$ cat config.mk
export PLATFORM = sky130hd
export DESIGN_NAME = fraction_reducer_core_flat
export DESIGN_NICKNAME = d
export VERILOG_FILES = /design/src/rtl/frac_pkg.sv /design/src/rtl/frac_req_if.sv /design/src/rtl/frac_rsp_if.sv /design/src/rtl/fraction_reducer_core.sv /design/src/rtl/frac_alu.sv /design/src/rtl/frac_engine.sv /design/src/flat_wrapper.sv
export SDC_FILE = /design/constraint.sdc
export NUM_CORES = 1
export LEC_CHECK = 0
export BUFFER_PORTS_ARGS = -buffer_cell sky130_fd_sc_hd__buf_2
export CAP_MARGIN = 40
export CORE_ASPECT_RATIO = 1.5
export CORE_UTILIZATION = 55
export DETAILED_ROUTE_END_ITERATION = 16
export PLACE_DENSITY = 0.75
export SLEW_MARGIN = 10
export SYNTH_ARGS = -nofsm -noshare
export SYNTH_HDL_FRONTEND = slang
export SYNTH_SLANG_ARGS = --single-unit
$ cat constraint.sdc
create_clock -name clock -period 7.48 [get_ports clock]
set_input_delay 1.122 -clock clock [delete_from_list [all_inputs] [get_ports clock]]
set_output_delay 1.122 -clock clock [all_outputs]
set_load 0.02 [all_outputs]
$ cat src/rtl/frac_pkg.sv
`default_nettype none

package frac_pkg;

   typedef enum logic [0:0] {
      ALU_GCD,
      ALU_DIV
   } frac_alu_sel_type;

endpackage

`default_nettype wire

$ cat src/rtl/frac_req_if.sv
`default_nettype none

interface frac_req_if #(
   parameter int DATA_WIDTH = 32
) ();
   logic                         valid;
   logic                         ready;
   logic signed [DATA_WIDTH-1:0] numerator_in;
   logic signed [DATA_WIDTH-1:0] denominator_in;

   modport source (output valid, output numerator_in, output denominator_in, input ready);
   modport sink (input valid, input numerator_in, input denominator_in, output ready);
endinterface

`default_nettype wire

$ cat src/rtl/frac_rsp_if.sv
`default_nettype none

interface frac_rsp_if #(
   parameter int DATA_WIDTH = 32
) ();
   logic                         valid;
   logic                         ready;
   logic signed [DATA_WIDTH-1:0] numerator_out;
   logic signed [DATA_WIDTH-1:0] denominator_out;
   logic                         zero_denominator;

   modport source (output valid, output numerator_out, output denominator_out,
                   output zero_denominator, input ready);
   modport sink (input valid, input numerator_out, input denominator_out,
                 input zero_denominator, output ready);
endinterface

`default_nettype wire

$ cat src/rtl/fraction_reducer_core.sv
// sequence: from req transfer to rsp valid, each item passes through the binary gcd loop
// and then two bit-serial divisions, all on one subtractor
// throughput: one item at a time, the next req transfer is taken once the result has
// moved into the output register
// reset: synchronous, active high, clears the sequencer and the output valid
`default_nettype none

module fraction_reducer_core #(
   parameter int DATA_WIDTH = 32
) (
   input  logic       clock,
   input  logic       reset,
   frac_req_if.sink   req,
   frac_rsp_if.source rsp
);
   import frac_pkg::*;

   logic                         res_valid, res_ready, res_zero;
   logic signed [DATA_WIDTH-1:0] res_num, res_den;

   logic                         rsp_valid_ff, rsp_valid_in;
   logic signed [DATA_WIDTH-1:0] rsp_num_ff, rsp_num_in;
   logic signed [DATA_WIDTH-1:0] rsp_den_ff, rsp_den_in;
   logic                         rsp_zero_ff, rsp_zero_in;

   frac_engine #(
      .DATA_WIDTH(DATA_WIDTH)
   ) u_engine (
      .clock     (clock),
      .reset     (reset),
      .in_valid  (req.valid),
      .in_ready  (req.ready),
      .in_num    (req.numerator_in),
      .in_den    (req.denominator_in),
      .res_valid (res_valid),
      .res_ready (res_ready),
      .res_num   (res_num),
      .res_den   (res_den),
      .res_zero  (res_zero)
   );

   // output register frees the engine while a result waits
   assign res_ready = !rsp_valid_ff || rsp.ready;

   always_comb begin
      rsp_valid_in = rsp_valid_ff;
      rsp_num_in   = rsp_num_ff;
      rsp_den_in   = rsp_den_ff;
      rsp_zero_in  = rsp_zero_ff;
      if (rsp.ready) begin
         rsp_valid_in = 1'b0;
      end
      if (res_valid && res_ready) begin
         rsp_valid_in = 1'b1;
         rsp_num_in   = res_num;
         rsp_den_in   = res_den;
         rsp_zero_in  = res_zero;
      end
   end

   always_ff @(posedge clock) begin
      if (reset) begin
         rsp_valid_ff <= 1'b0;
      end else begin
         rsp_valid_ff <= rsp_valid_in;
      end
      rsp_num_ff  <= rsp_num_in;
      rsp_den_ff  <= rsp_den_in;
      rsp_zero_ff <= rsp_zero_in;
   end

   assign rsp.valid            = rsp_valid_ff;
   assign rsp.numerator_out    = rsp_num_ff;
   assign rsp.denominator_out  = rsp_den_ff;
   assign rsp.zero_denominator = rsp_zero_ff;

endmodule

`default_nettype wire

$ cat src/rtl/frac_alu.sv
`default_nettype none

module frac_alu #(
   parameter int DATA_WIDTH = 32
) (
   input  frac_pkg::frac_alu_sel_type sel,
   input  logic [DATA_WIDTH-1:0]      u_val,
   input  logic [DATA_WIDTH-1:0]      v_val,
   input  logic                       shift_in,
   output logic [DATA_WIDTH-1:0]      a_used,
   output logic [DATA_WIDTH-1:0]      diff,
   output logic                       ge
);
   import frac_pkg::*;

   logic [DATA_WIDTH:0] sub;

   // gcd compares u with v, division shifts the next dividend bit into the remainder
   always_comb begin
      case (sel)
         ALU_GCD: a_used = u_val;
         ALU_DIV: a_used = {u_val[DATA_WIDTH-2:0], shift_in};
         default: a_used = u_val;
      endcase
   end

   assign sub  = {1'b0, a_used} - {1'b0, v_val};
   assign diff = sub[DATA_WIDTH-1:0];
   assign ge   = ~sub[DATA_WIDTH];

endmodule

`default_nettype wire

$ cat src/rtl/frac_engine.sv
`default_nettype none

module frac_engine #(
   parameter int DATA_WIDTH = 32
) (
   input  logic                         clock,
   input  logic                         reset,
   input  logic                         in_valid,
   output logic                         in_ready,
   input  logic signed [DATA_WIDTH-1:0] in_num,
   input  logic signed [DATA_WIDTH-1:0] in_den,
   output logic                         res_valid,
   input  logic                         res_ready,
   output logic signed [DATA_WIDTH-1:0] res_num,
   output logic signed [DATA_WIDTH-1:0] res_den,
   output logic                         res_zero
);
   import frac_pkg::*;

   localparam int CntWidth = $clog2(DATA_WIDTH);
   localparam logic [CntWidth-1:0] CntMax = CntWidth'(DATA_WIDTH - 1);
   localparam logic [CntWidth-1:0] CntOne = CntWidth'(1);
   localparam logic [DATA_WIDTH-1:0] One = {{(DATA_WIDTH-1){1'b0}}, 1'b1};
   localparam logic [DATA_WIDTH-1:0] Zero = '0;

   typedef enum logic [2:0] {
      ST_IDLE,
      ST_GCD,
      ST_SCALE,
      ST_DIV_NUM,
      ST_DIV_DEN,
      ST_DONE
   } state_type;

   state_type             state_ff, state_in;
   logic [DATA_WIDTH-1:0] u_ff, u_in;
   logic [DATA_WIDTH-1:0] v_ff, v_in;
   logic [DATA_WIDTH-1:0] num_ff, num_in;
   logic [DATA_WIDTH-1:0] den_ff, den_in;
   logic                  num_neg_ff, num_neg_in;
   logic                  den_neg_ff, den_neg_in;
   logic                  zero_ff, zero_in;
   logic [CntWidth-1:0]   k_ff, k_in;
   logic [CntWidth-1:0]   cnt_ff, cnt_in;

   logic [DATA_WIDTH-1:0] num_raw, den_raw, num_abs, den_abs;
   frac_alu_sel_type      alu_sel;
   logic                  alu_shift_in;
   logic [DATA_WIDTH-1:0] alu_a, alu_diff;
   logic                  alu_ge;

   assign num_raw = $unsigned(in_num);
   assign den_raw = $unsigned(in_den);
   assign num_abs = num_raw[DATA_WIDTH-1] ? (~num_raw + One) : num_raw;
   assign den_abs = den_raw[DATA_WIDTH-1] ? (~den_raw + One) : den_raw;

   assign alu_sel      = (state_ff == ST_GCD) ? ALU_GCD : ALU_DIV;
   assign alu_shift_in = (state_ff == ST_DIV_DEN) ? den_ff[DATA_WIDTH-1]
                                                  : num_ff[DATA_WIDTH-1];

   frac_alu #(
      .DATA_WIDTH(DATA_WIDTH)
   ) u_alu (
      .sel      (alu_sel),
      .u_val    (u_ff),
      .v_val    (v_ff),
      .shift_in (alu_shift_in),
      .a_used   (alu_a),
      .diff     (alu_diff),
      .ge       (alu_ge)
   );

   always_comb begin
      state_in   = state_ff;
      u_in       = u_ff;
      v_in       = v_ff;
      num_in     = num_ff;
      den_in     = den_ff;
      num_neg_in = num_neg_ff;
      den_neg_in = den_neg_ff;
      zero_in    = zero_ff;
      k_in       = k_ff;
      cnt_in     = cnt_ff;
      case (state_ff)
         ST_IDLE: begin
            if (in_valid) begin
               num_in     = num_abs;
               num_neg_in = num_raw[DATA_WIDTH-1];
               den_neg_in = den_raw[DATA_WIDTH-1];
               zero_in    = (den_raw == Zero);
               den_in     = (den_raw == Zero) ? One : den_abs;
               u_in       = num_abs;
               v_in       = (den_raw == Zero) ? One : den_abs;
               k_in       = '0;
               state_in   = ST_GCD;
            end
         end
         // binary gcd, one step per cycle
         ST_GCD: begin
            if (u_ff == Zero) begin
               state_in = ST_SCALE;
            end else if (!u_ff[0] && !v_ff[0]) begin
               u_in = u_ff >> 1;
               v_in = v_ff >> 1;
               k_in = k_ff + CntOne;
            end else if (!u_ff[0]) begin
               u_in = u_ff >> 1;
            end else if (!v_ff[0]) begin
               v_in = v_ff >> 1;
            end else if (alu_ge) begin
               u_in = alu_diff;
            end else begin
               u_in = v_ff;
               v_in = u_ff;
            end
         end
         // restore the common power of two
         ST_SCALE: begin
            if (k_ff == '0) begin
               cnt_in   = CntMax;
               state_in = ST_DIV_NUM;
            end else begin
               v_in = v_ff << 1;
               k_in = k_ff - CntOne;
            end
         end
         ST_DIV_NUM: begin
            u_in   = alu_ge ? alu_diff : alu_a;
            num_in = {num_ff[DATA_WIDTH-2:0], alu_ge};
            cnt_in = cnt_ff - CntOne;
            if (cnt_ff == '0) begin
               u_in     = Zero;
               cnt_in   = CntMax;
               state_in = ST_DIV_DEN;
            end
         end
         ST_DIV_DEN: begin
            u_in   = alu_ge ? alu_diff : alu_a;
            den_in = {den_ff[DATA_WIDTH-2:0], alu_ge};
            cnt_in = cnt_ff - CntOne;
            if (cnt_ff == '0) begin
               state_in = ST_DONE;
            end
         end
         ST_DONE: begin
            if (res_ready) begin
               state_in = ST_IDLE;
            end
         end
         default: begin
            state_in = ST_IDLE;
         end
      endcase
   end

   always_ff @(posedge clock) begin
      if (reset) begin
         state_ff <= ST_IDLE;
      end else begin
         state_ff <= state_in;
      end
      u_ff       <= u_in;
      v_ff       <= v_in;
      num_ff     <= num_in;
      den_ff     <= den_in;
      num_neg_ff <= num_neg_in;
      den_neg_ff <= den_neg_in;
      zero_ff    <= zero_in;
      k_ff       <= k_in;
      cnt_ff     <= cnt_in;
   end

   assign in_ready  = (state_ff == ST_IDLE);
   assign res_valid = (state_ff == ST_DONE);
   assign res_num   = $signed(num_neg_ff ? (~num_ff + One) : num_ff);
   assign res_den   = $signed(den_neg_ff ? (~den_ff + One) : den_ff);
   assign res_zero  = zero_ff;

`ifndef SYNTHESIS
   a_divisor_nonzero : assert property (@(posedge clock) disable iff (reset)
      (state_ff != ST_IDLE) |-> (v_ff != Zero))
      else $error("gcd register is zero while busy");

   a_remainder_bound : assert property (@(posedge clock) disable iff (reset)
      (state_ff == ST_DIV_NUM || state_ff == ST_DIV_DEN) |-> (u_ff < v_ff))
      else $error("partial remainder not below divisor");

   a_result_held : assert property (@(posedge clock) disable iff (reset)
      (res_valid && !res_ready) |=> (res_valid && $stable(res_num) && $stable(res_den)))
      else $error("result changed before transfer");

   a_busy_after_accept : assert property (@(posedge clock) disable iff (reset)
      (in_valid && in_ready) |=> (state_ff == ST_GCD))
      else $error("accepted item did not start gcd");
`endif

endmodule

`default_nettype wire
$ cat src/flat_wrapper.sv
// flat-port wrapper written by rule: the top's interface ports become plain ports
module fraction_reducer_core_flat import frac_pkg::*;
#(
   parameter int DATA_WIDTH = 32
)
  (clock, reset, req_valid, req_numerator_in, req_denominator_in, req_ready, rsp_valid, rsp_numerator_out, rsp_denominator_out, rsp_zero_denominator, rsp_ready);
  frac_req_if #(.DATA_WIDTH(DATA_WIDTH)) req_i ();
  frac_rsp_if #(.DATA_WIDTH(DATA_WIDTH)) rsp_i ();
  input  logic clock;
  input  logic reset;
  input wire logic [$bits(req_i.valid)-1:0] req_valid;
  input wire logic [$bits(req_i.numerator_in)-1:0] req_numerator_in;
  input wire logic [$bits(req_i.denominator_in)-1:0] req_denominator_in;
  output wire logic [$bits(req_i.ready)-1:0] req_ready;
  output wire logic [$bits(rsp_i.valid)-1:0] rsp_valid;
  output wire logic [$bits(rsp_i.numerator_out)-1:0] rsp_numerator_out;
  output wire logic [$bits(rsp_i.denominator_out)-1:0] rsp_denominator_out;
  output wire logic [$bits(rsp_i.zero_denominator)-1:0] rsp_zero_denominator;
  input wire logic [$bits(rsp_i.ready)-1:0] rsp_ready;
  assign req_i.valid = req_valid;
  assign req_i.numerator_in = req_numerator_in;
  assign req_i.denominator_in = req_denominator_in;
  assign req_ready = req_i.ready;
  assign rsp_valid = rsp_i.valid;
  assign rsp_numerator_out = rsp_i.numerator_out;
  assign rsp_denominator_out = rsp_i.denominator_out;
  assign rsp_zero_denominator = rsp_i.zero_denominator;
  assign rsp_i.ready = rsp_ready;
  fraction_reducer_core #(.DATA_WIDTH(DATA_WIDTH)) u_core (.clock(clock), .reset(reset), .req(req_i), .rsp(rsp_i));
endmodule
==> results of run 1 <==
## power groups by stage
stage	Sequential, W	Clock (W)	Combinational, W
2_1_floorplan	0.00219	0	0.00337
3_3_place_gp	0.00250	0	0.00437
3_5_place_dp	0.00250	0	0.00451
4_1_cts	0.00248	0.00107	0.00453
5_1_grt	0.00252	0.00112	0.00506
6_report	0.00252	0.00106	0.00461
## logic make-up (layout without fill, tap and decap cells)
logic type / Yosys count / count (layout) / synth area share (%)
adder cells (fa/ha/maj): 43 / 43 / 3.942
XOR/XNOR: 154 / 154 / 9.615
flip-flops: 210 / 210 / 44.67
multiplexers: 36 / 36 / 2.613
AND/OR/NAND/NOR: 514 / 514 / 16.45
buffers and inverters: 132 / 247 / 3.550
AO/OA/AOI/OAI: 423 / 423 / 19.17
## cells in the mapped netlist, drive strengths merged (11+ instances only)
master,n
o31ai,33
o221ai,34
nand2b,12
or3,23
nor4,17
o21ai,95
nor2,134
or4,19
nand3,17
clkbuf,65
xnor2,86
nand2,238
mux2i,31
xor2,68
a21oi,143
nor2b,11
a22oi,20
a21o,11
o41ai,18
nor3,14
inv,57
edfxtp,206
ha,41
## critical path: stages (launching register included)
cell	delay [ps]
dfxtp_1	880
nor2b_1	350
nand2_1	130
nor2_2	100
buf_4	350
or3_1	230
ha_1	160
inv_1	50
fa_1	410
a211oi_1	300
o21ai_0	240
o211ai_1	290
a21oi_1	180
o2111ai_1	430
a31o_2	510
buf_4	360
nand2_1	100
a31oi_2	340
buf_4	400
## flip-flops by register name (all words and copies together) (netlist names)
| signal | count |
|---|---|
| u_core.rsp.denominator_out | 32 |
| u_core.rsp.numerator_out | 32 |
| u_core.rsp.valid | 1 |
| u_core.rsp.zero_denominator | 1 |
| u_core.u_engine.cnt_ff | 5 |
| u_core.u_engine.den_ff | 32 |
| u_core.u_engine.den_neg_ff | 1 |
| u_core.u_engine.k_ff | 5 |
| u_core.u_engine.num_ff | 32 |
| u_core.u_engine.num_neg_ff | 1 |
| u_core.u_engine.res_zero | 1 |
| u_core.u_engine.state_ff | 3 |
| u_core.u_engine.u_ff | 32 |
| u_core.u_engine.v_ff | 32 |
## metrics by stage
step,instances,utilization (%),setup slack [ps],hold slack [ps]
floorplan,1512,-,1532,400.3
global placement,1916,59.85,1568,424.3
detailed placement,1919,60.04,1434,438.5
CTS,1955,62.76,1420,454.4
global route,1955,62.76,831.5,453.0
finish,1955,62.76,1293,456.8
## final cells by class
| type | instances | area share [%] |
|---|---|---|
| clock inverters | 14 | 0.9550 |
| clock buffers | 22 | 3.367 |
| flip-flops and latches | 210 | 39.86 |
| multi-input cells | 1170 | 46.47 |
| well taps | 328 | 2.610 |
| inverters | 57 | 1.361 |
| repair buffers | 154 | 5.380 |
## final timing paths
| kind | end | from | slack, ps | depth (start not counted) |
|---|---|---|---|---|
| hold / removal | u_core.rsp.zero_denominator | u_core.u_engine.res_zero | 460 | 0 |
| hold reg to reg | u_core.rsp.zero_denominator | u_core.u_engine.res_zero | 460 | 0 |
| setup reg to reg | u_core.u_engine.v_ff[16] | u_core.u_engine.state_ff[0] | 1290 | 18 |
| setup / recovery | u_core.u_engine.v_ff[16] | u_core.u_engine.state_ff[0] | 1290 | 18 |
## routing by layer
metal / vias up / GRT usage (%) / share of wire [%]
met4: 2 / 24.22 / 8.5
met2: 676 / 55.58 / 48
li1: 5778 / - / -
met1: 5884 / 38.70 / 36
met5: - / 0 / 0.030
met3: 179 / 4.208 / 7.8
==> results.yml, run 1 <==
die:
  core_um2: 25050
  fp.dieH_um: 197.6
  die_area_um2: 26160
  num_rows: 71
  die_x_um: 132.4
  ios: 135
  start_util_pct: 56.00
worst_hold_path:
  holdCritPathClass: "flip-flop to flip-flop"
power_and_ir_drop:
  power.share.clock_pct: 13.0
  combPwrFrac_pct: 56.3
  swShare_pct: 48.51
  p_leak_nw: 6.002
  p_int_w: 0.004221
  p_sw_w: 0.003977
  peakVddDrop_mv: 0.5313
  p_per_area_nw_per_um2: 521.5
  seq_power_share_pct: 30.7
  p_total_w: 0.008199
logic_synthesis:
  yosysTopAreaCell: "edfxtp_1"
  synth-edff-count: 206
  synth_flop_cell: "edfxtp_1"
  ys_seq_area_share_pct: 44.67
  syn_nets: 1623
  ys.warnings.count: 0
  ys_types: 63
  yosys_register_bits: 210
  synth.avg_cell_area_um2: 9.278
  async_flop_share_pct: 0
  synthCells: 1512
  netlist_area_um2: 14030
  yosysTopAreaCellShare_pct: 44.10
  synth_area_leaders: "edfxtp_1 44%, nand2_1 6.4%, xnor2_1 5.4%, a21oi_1 5.1%, xor2_1 4.2%"
sta:
  slew_headroom_pct: 39.00
  max_freq_mhz: 161.6
  tightest_slew_ps: 914.9
  setup_viol: 0
  tns_ps: 0
  period_needed_ps: 6187
  slew_violations: 0
  final_hold_viol_count: 0
  clock_skew_ps: 15.86
  rsz0062_at_grt: "no"
  fin_crit_sh_pct: 82.71
global_route:
  grt_pass1_wl_um: 65760
  grt_pass1_vias: 11553
  gr-total-overflow: 0
  grt.total_usage_pct: 32.98
  grt_antenna_before_repair: 1
  grt_max_degree: 66
finish:
  drive_above_1_share_pct: 12.91
  nFillCells: 2148
  multi_input_area_um2: 7306
  finish.instance_area_um2: 15720
  area_growth_syn_to_layout_pct: 12.07
  seq_area_um2: 6266
  num_antenna_cells: 0
  mostFrequentLayoutCells: "237 x nand2_1, 206 x edfxtp_1, 143 x a21oi_1, 135 x buf_2, 130 x nor2_1"
  layout_commonest_cell: "nand2_1"
  nNetsFinal: 1724
placed_design:
  portBuffers: 134
  place_area_um2: 15040
  dp_hpwl_um: 32610
  gp_congestion: 1.015
run:
  cap_violations: 0
route:
  antenna_left: 0
  wirelength_um: 43480
  drc: 0
  route.vias.total: 12519
  wire_per_inst_um: 22.24
  firstDrtPassIters: 5
  viasPerCell: 6.404
  drtIter0Drc: 1319
cts:
  cts.repair.resized: 0
  cts_sinks: 210
  cts.reportedPaths.clkPinSlew_ps: 60
  root_buffer: "clkbuf_16"
  cts_setup_buffers: 0
  h-tree-depth: 1
  clock_latency_ps: 500
  cts_buffer_depth: 3
  ctsHoldBuffers: 0
  tritoncts: "built"
  numCtsBuffers: 20
critical_path:
  end_kind: "flip-flop"
  start_kind: "flip-flop"
  critPathMaxFanout: 32
  worstPathRequired_ps: 7650
  critical_path_arrival_ps: 6360
  critPathKind: "flip-flop to flip-flop"
run_status:
  outcome: "finished, final reports clean"
No activity file was read; power rests on OpenSTA's default activity.
==> run 2, diff against run 1 <==
--- a/config.mk
+++ b/config.mk
@@ -5,12 +5,13 @@
 export SDC_FILE = /design/constraint.sdc
 export NUM_CORES = 1
 export LEC_CHECK = 0
+export ABC_AREA = 1
 export BUFFER_PORTS_ARGS = -buffer_cell sky130_fd_sc_hd__buf_2
 export CAP_MARGIN = 40
 export CORE_ASPECT_RATIO = 1.5
 export CORE_UTILIZATION = 55
 export DETAILED_ROUTE_END_ITERATION = 16
-export PLACE_DENSITY = 0.75
+export PLACE_DENSITY = 0.74
 export SLEW_MARGIN = 10
 export SYNTH_ARGS = -nofsm -noshare
 export SYNTH_HDL_FRONTEND = slang
==> constraint.sdc (replaced) <==
create_clock -name clock -period 6.25 [get_ports clock]
set_input_delay 0.9375 -clock clock [delete_from_list [all_inputs] [get_ports clock]]
set_output_delay 0.9375 -clock clock [all_outputs]
set_load 0.02 [all_outputs]
==> run 2 against run 1 <==
First-iteration DRC count grew 18%. Clock power grew 17%. Largest power group unchanged. Clock skew shrank 4.0 ps. Critical endpoint is now u_core.u_engine.v_ff[30]. Combinational power grew 40%. Flip-flop and latch count is the same. Die area grew 16%.
==> results.yml, run 2 <==
run_status:
  outcome: "finished, final reports clean"
global_route:
  grt_pass1_vias: 14578
  grt.total_usage_pct: 34.09
  grt_pass1_wl_um: 78600
  grt_busiest_layer: "met2"
  grt_max_degree: 62
  use_met2_pct: 57.10
  gr-total-overflow: 0
  grt_antenna_before_repair: 0
  grtUsageMet1_pct: 42.47
  use_met3_pct: 3.274
finish:
  mostFrequentLayoutCells: "598 x nand2_1, 331 x inv_1, 248 x nor2_1, 206 x edfxtp_1, 184 x nand3_1"
  area_growth_syn_to_layout_pct: 10.56
  final_cells: 2803
  finish.instance_area_um2: 18030
  drive_above_1_share_pct: 10.32
  layout_commonest_cell: "nand2_1"
  nNetsFinal: 2508
logic_synthesis:
  syn_nets: 2403
  netlist_area_um2: 16310
  async_flop_share_pct: 0
  ys.warnings.count: 0
  yosysMostFrequentCell: "nand2_1"
  synth_flop_cell: "edfxtp_1"
  synth.top_cells.by_count: "598 x nand2_1, 331 x inv_1, 248 x nor2_1"
  synth-edff-count: 206
  ys_seq_area_share_pct: 38.42
  ys_types: 50
  synthCells: 2292
  synth_area_leaders: "edfxtp_1 38%, nand2_1 14%, inv_1 7.6%, nor2_1 5.7%, nand3_1 5.6%"
  synth.avg_cell_area_um2: 7.116
  yosysTopAreaCell: "edfxtp_1"
  yosys_register_bits: 210
  yosysTopAreaCellShare_pct: 37.93
sta:
  rsz0062_at_grt: "no"
  period_needed_ps: 4721
  clock_skew_ps: 11.84
  tightest_slew_ps: 900.2
  slew_violations: 0
  final_hold_viol_count: 0
  tns_ps: 0
  slew_headroom_pct: 39.47
  fin_crit_sh_pct: 75.54
  max_freq_mhz: 211.8
  setup_viol: 0
critical_path:
  critPathKind: "flip-flop to flip-flop"
  critPathMaxFanout: 61
  cp_slowest_cell: "fa_1"
  crit_end: "u_core.u_engine.v_ff[30]"
  slowest_delay_ps: 460
  cp_common_cell: "nand2_2"
  r2r_slack_ps: 1530
  crit_path_start: "u_core.u_engine.state_ff[0]"
  ff2ff_path_depth: 22
  worstPathRequired_ps: 6420
  start_kind: "flip-flop"
  worstReg2RegEnd: "u_core.u_engine.v_ff[30]"
  critical_path_arrival_ps: 4890
  path_cells: "inv_1 > nor2_2 > nand2_2 > nor2_2 > buf_4 > inv_2 > o211ai_1 > ha_1 > inv_1 > fa_1 > nand2_1 > nand2_1 > nand3_1 > nand2_2 > nand2_2 > nand2_2 > nand2_4 > nand2_8 > inv_1 > nor2_1 > nor3_2 > buf_4"
  r2r_start: "u_core.u_engine.state_ff[0]"
  end_kind: "flip-flop"
placed_design:
  dp_cells: 2764
  dp_hpwl_um: 40590
  gp_congestion: 0.9915
  place_area_um2: 17360
  portBuffers: 134
power_and_ir_drop:
  p_per_area_nw_per_um2: 573.4
  p_leak_nw: 8.380
  peakVddDrop_mv: 0.6036
  p_total_w: 0.01034
route:
  drc: 0
  antenna_left: 0
  viasPerCell: 5.659
  route.vias.total: 15861
  drtIter0Drc: 1550
  wire_per_inst_um: 18.39
  wirelength_um: 51550
  firstDrtPassIters: 6
cts:
  cts_sinks: 210
  cts.repair.resized: 0
  h-tree-depth: 1
  cts_setup_buffers: 0
  cts.reportedPaths.clkPinSlew_ps: 60
  tritoncts: "built"
  cts_buffer_depth: 3
  numCtsBuffers: 21
  ctsHoldBuffers: 0
  root_buffer: "clkbuf_16"
  clock_latency_ps: 520
die:
  die_x_um: 142.6
  num_rows: 76
  core_um2: 28910
  fp.dieH_um: 212.9
  ios: 135
  start_util_pct: 56.42
  die_area_um2: 30360
worst_hold_path:
  holdCritPathClass: "flip-flop to flip-flop"
run:
  cap_violations: 0
-- run 2: cell count changes after synthesis, sizes merged, moves of 26 or more --
cell    change
a21oi      -50
clkbuf     -28
inv       +290
mux2i      -30
nand2     +373
nand3     +167
nand4      +28
nor2      +131
o21ai      +76
o31ai      -26
xnor2      -59
-- run 2: layout make-up --
type	count	area (µm²)
fillers	2769	10870
multi-input cells	1661	8424
flip-flops and latches	210	6266
inverters	350	1314
repair buffers	153	870.8
clock buffers	26	554.3
well taps	390	488.0
clock inverters	12	113.9
diodes	1	2.502
-- run 2: cells by family (layout without fill, tap and decap cells) --
| family | after synthesis | in the layout | synth area share (%) |
|---|---|---|---|
| AO/OA/AOI/OAI | 330 | 330 | 11.27 |
| XOR/XNOR | 109 | 109 | 5.853 |
| adder cells (fa/ha/maj) | 43 | 43 | 3.391 |
| buffers and inverters | 421 | 541 | 10.11 |
| flip-flops | 210 | 210 | 38.42 |
| multiplexers | 1 | 1 | 0.06137 |
| other | 0 | 1 | 0 |
| AND/OR/NAND/NOR | 1178 | 1178 | 30.90 |
-- run 2: metal layers --
metal | part of all wire, % | wire (µm)
met1 | 39 | 20230
met2 | 47 | 24400
met5 | 0 | 0
met3 | 7.2 | 3721
met4 | 6.2 | 3204
-- run 2: report_power, final --
group	total (W)	internal [W]	switching (W)
Combinational	0.00644	0.00197	0.00448
Clock	0.00124	0.000684	0.000558
Sequential	0.00265	0.00227	0.000384
-- run 2: worst min path at each step --
stage,cells after the start,start,end
global route,0,u_core.u_engine.res_zero,u_core.rsp.zero_denominator
detailed placement,0,u_core.u_engine.res_zero,u_core.rsp.zero_denominator
floorplan,0,u_core.u_engine.res_zero,u_core.rsp.zero_denominator
CTS,0,u_core.u_engine.res_zero,u_core.rsp.zero_denominator
finish,0,u_core.u_engine.res_zero,u_core.rsp.zero_denominator
global placement,0,u_core.u_engine.res_zero,u_core.rsp.zero_denominator
-- run 2: stage by stage --
stage	hold WS (ps)	setup slack, ps	util (%)
after global routing	432.9	1184	62.37
after detailed placement	414.7	1582	60.06
after global placement	405.3	1683	59.76
after CTS	429.4	1569	62.37
after floorplan	400.3	1064	-
final	429.4	1529	62.38
-- run 2: critical path: cells and delay by family, from the launching register on --
kind / cells / cell delay, ps
AND/OR/NAND/NOR: 13 / 1870
adder cells (fa/ha/maj): 2 / 670
AO/OA/AOI/OAI: 1 / 200
flip-flops: 1 / 370
buffers and inverters: 6 / 1240
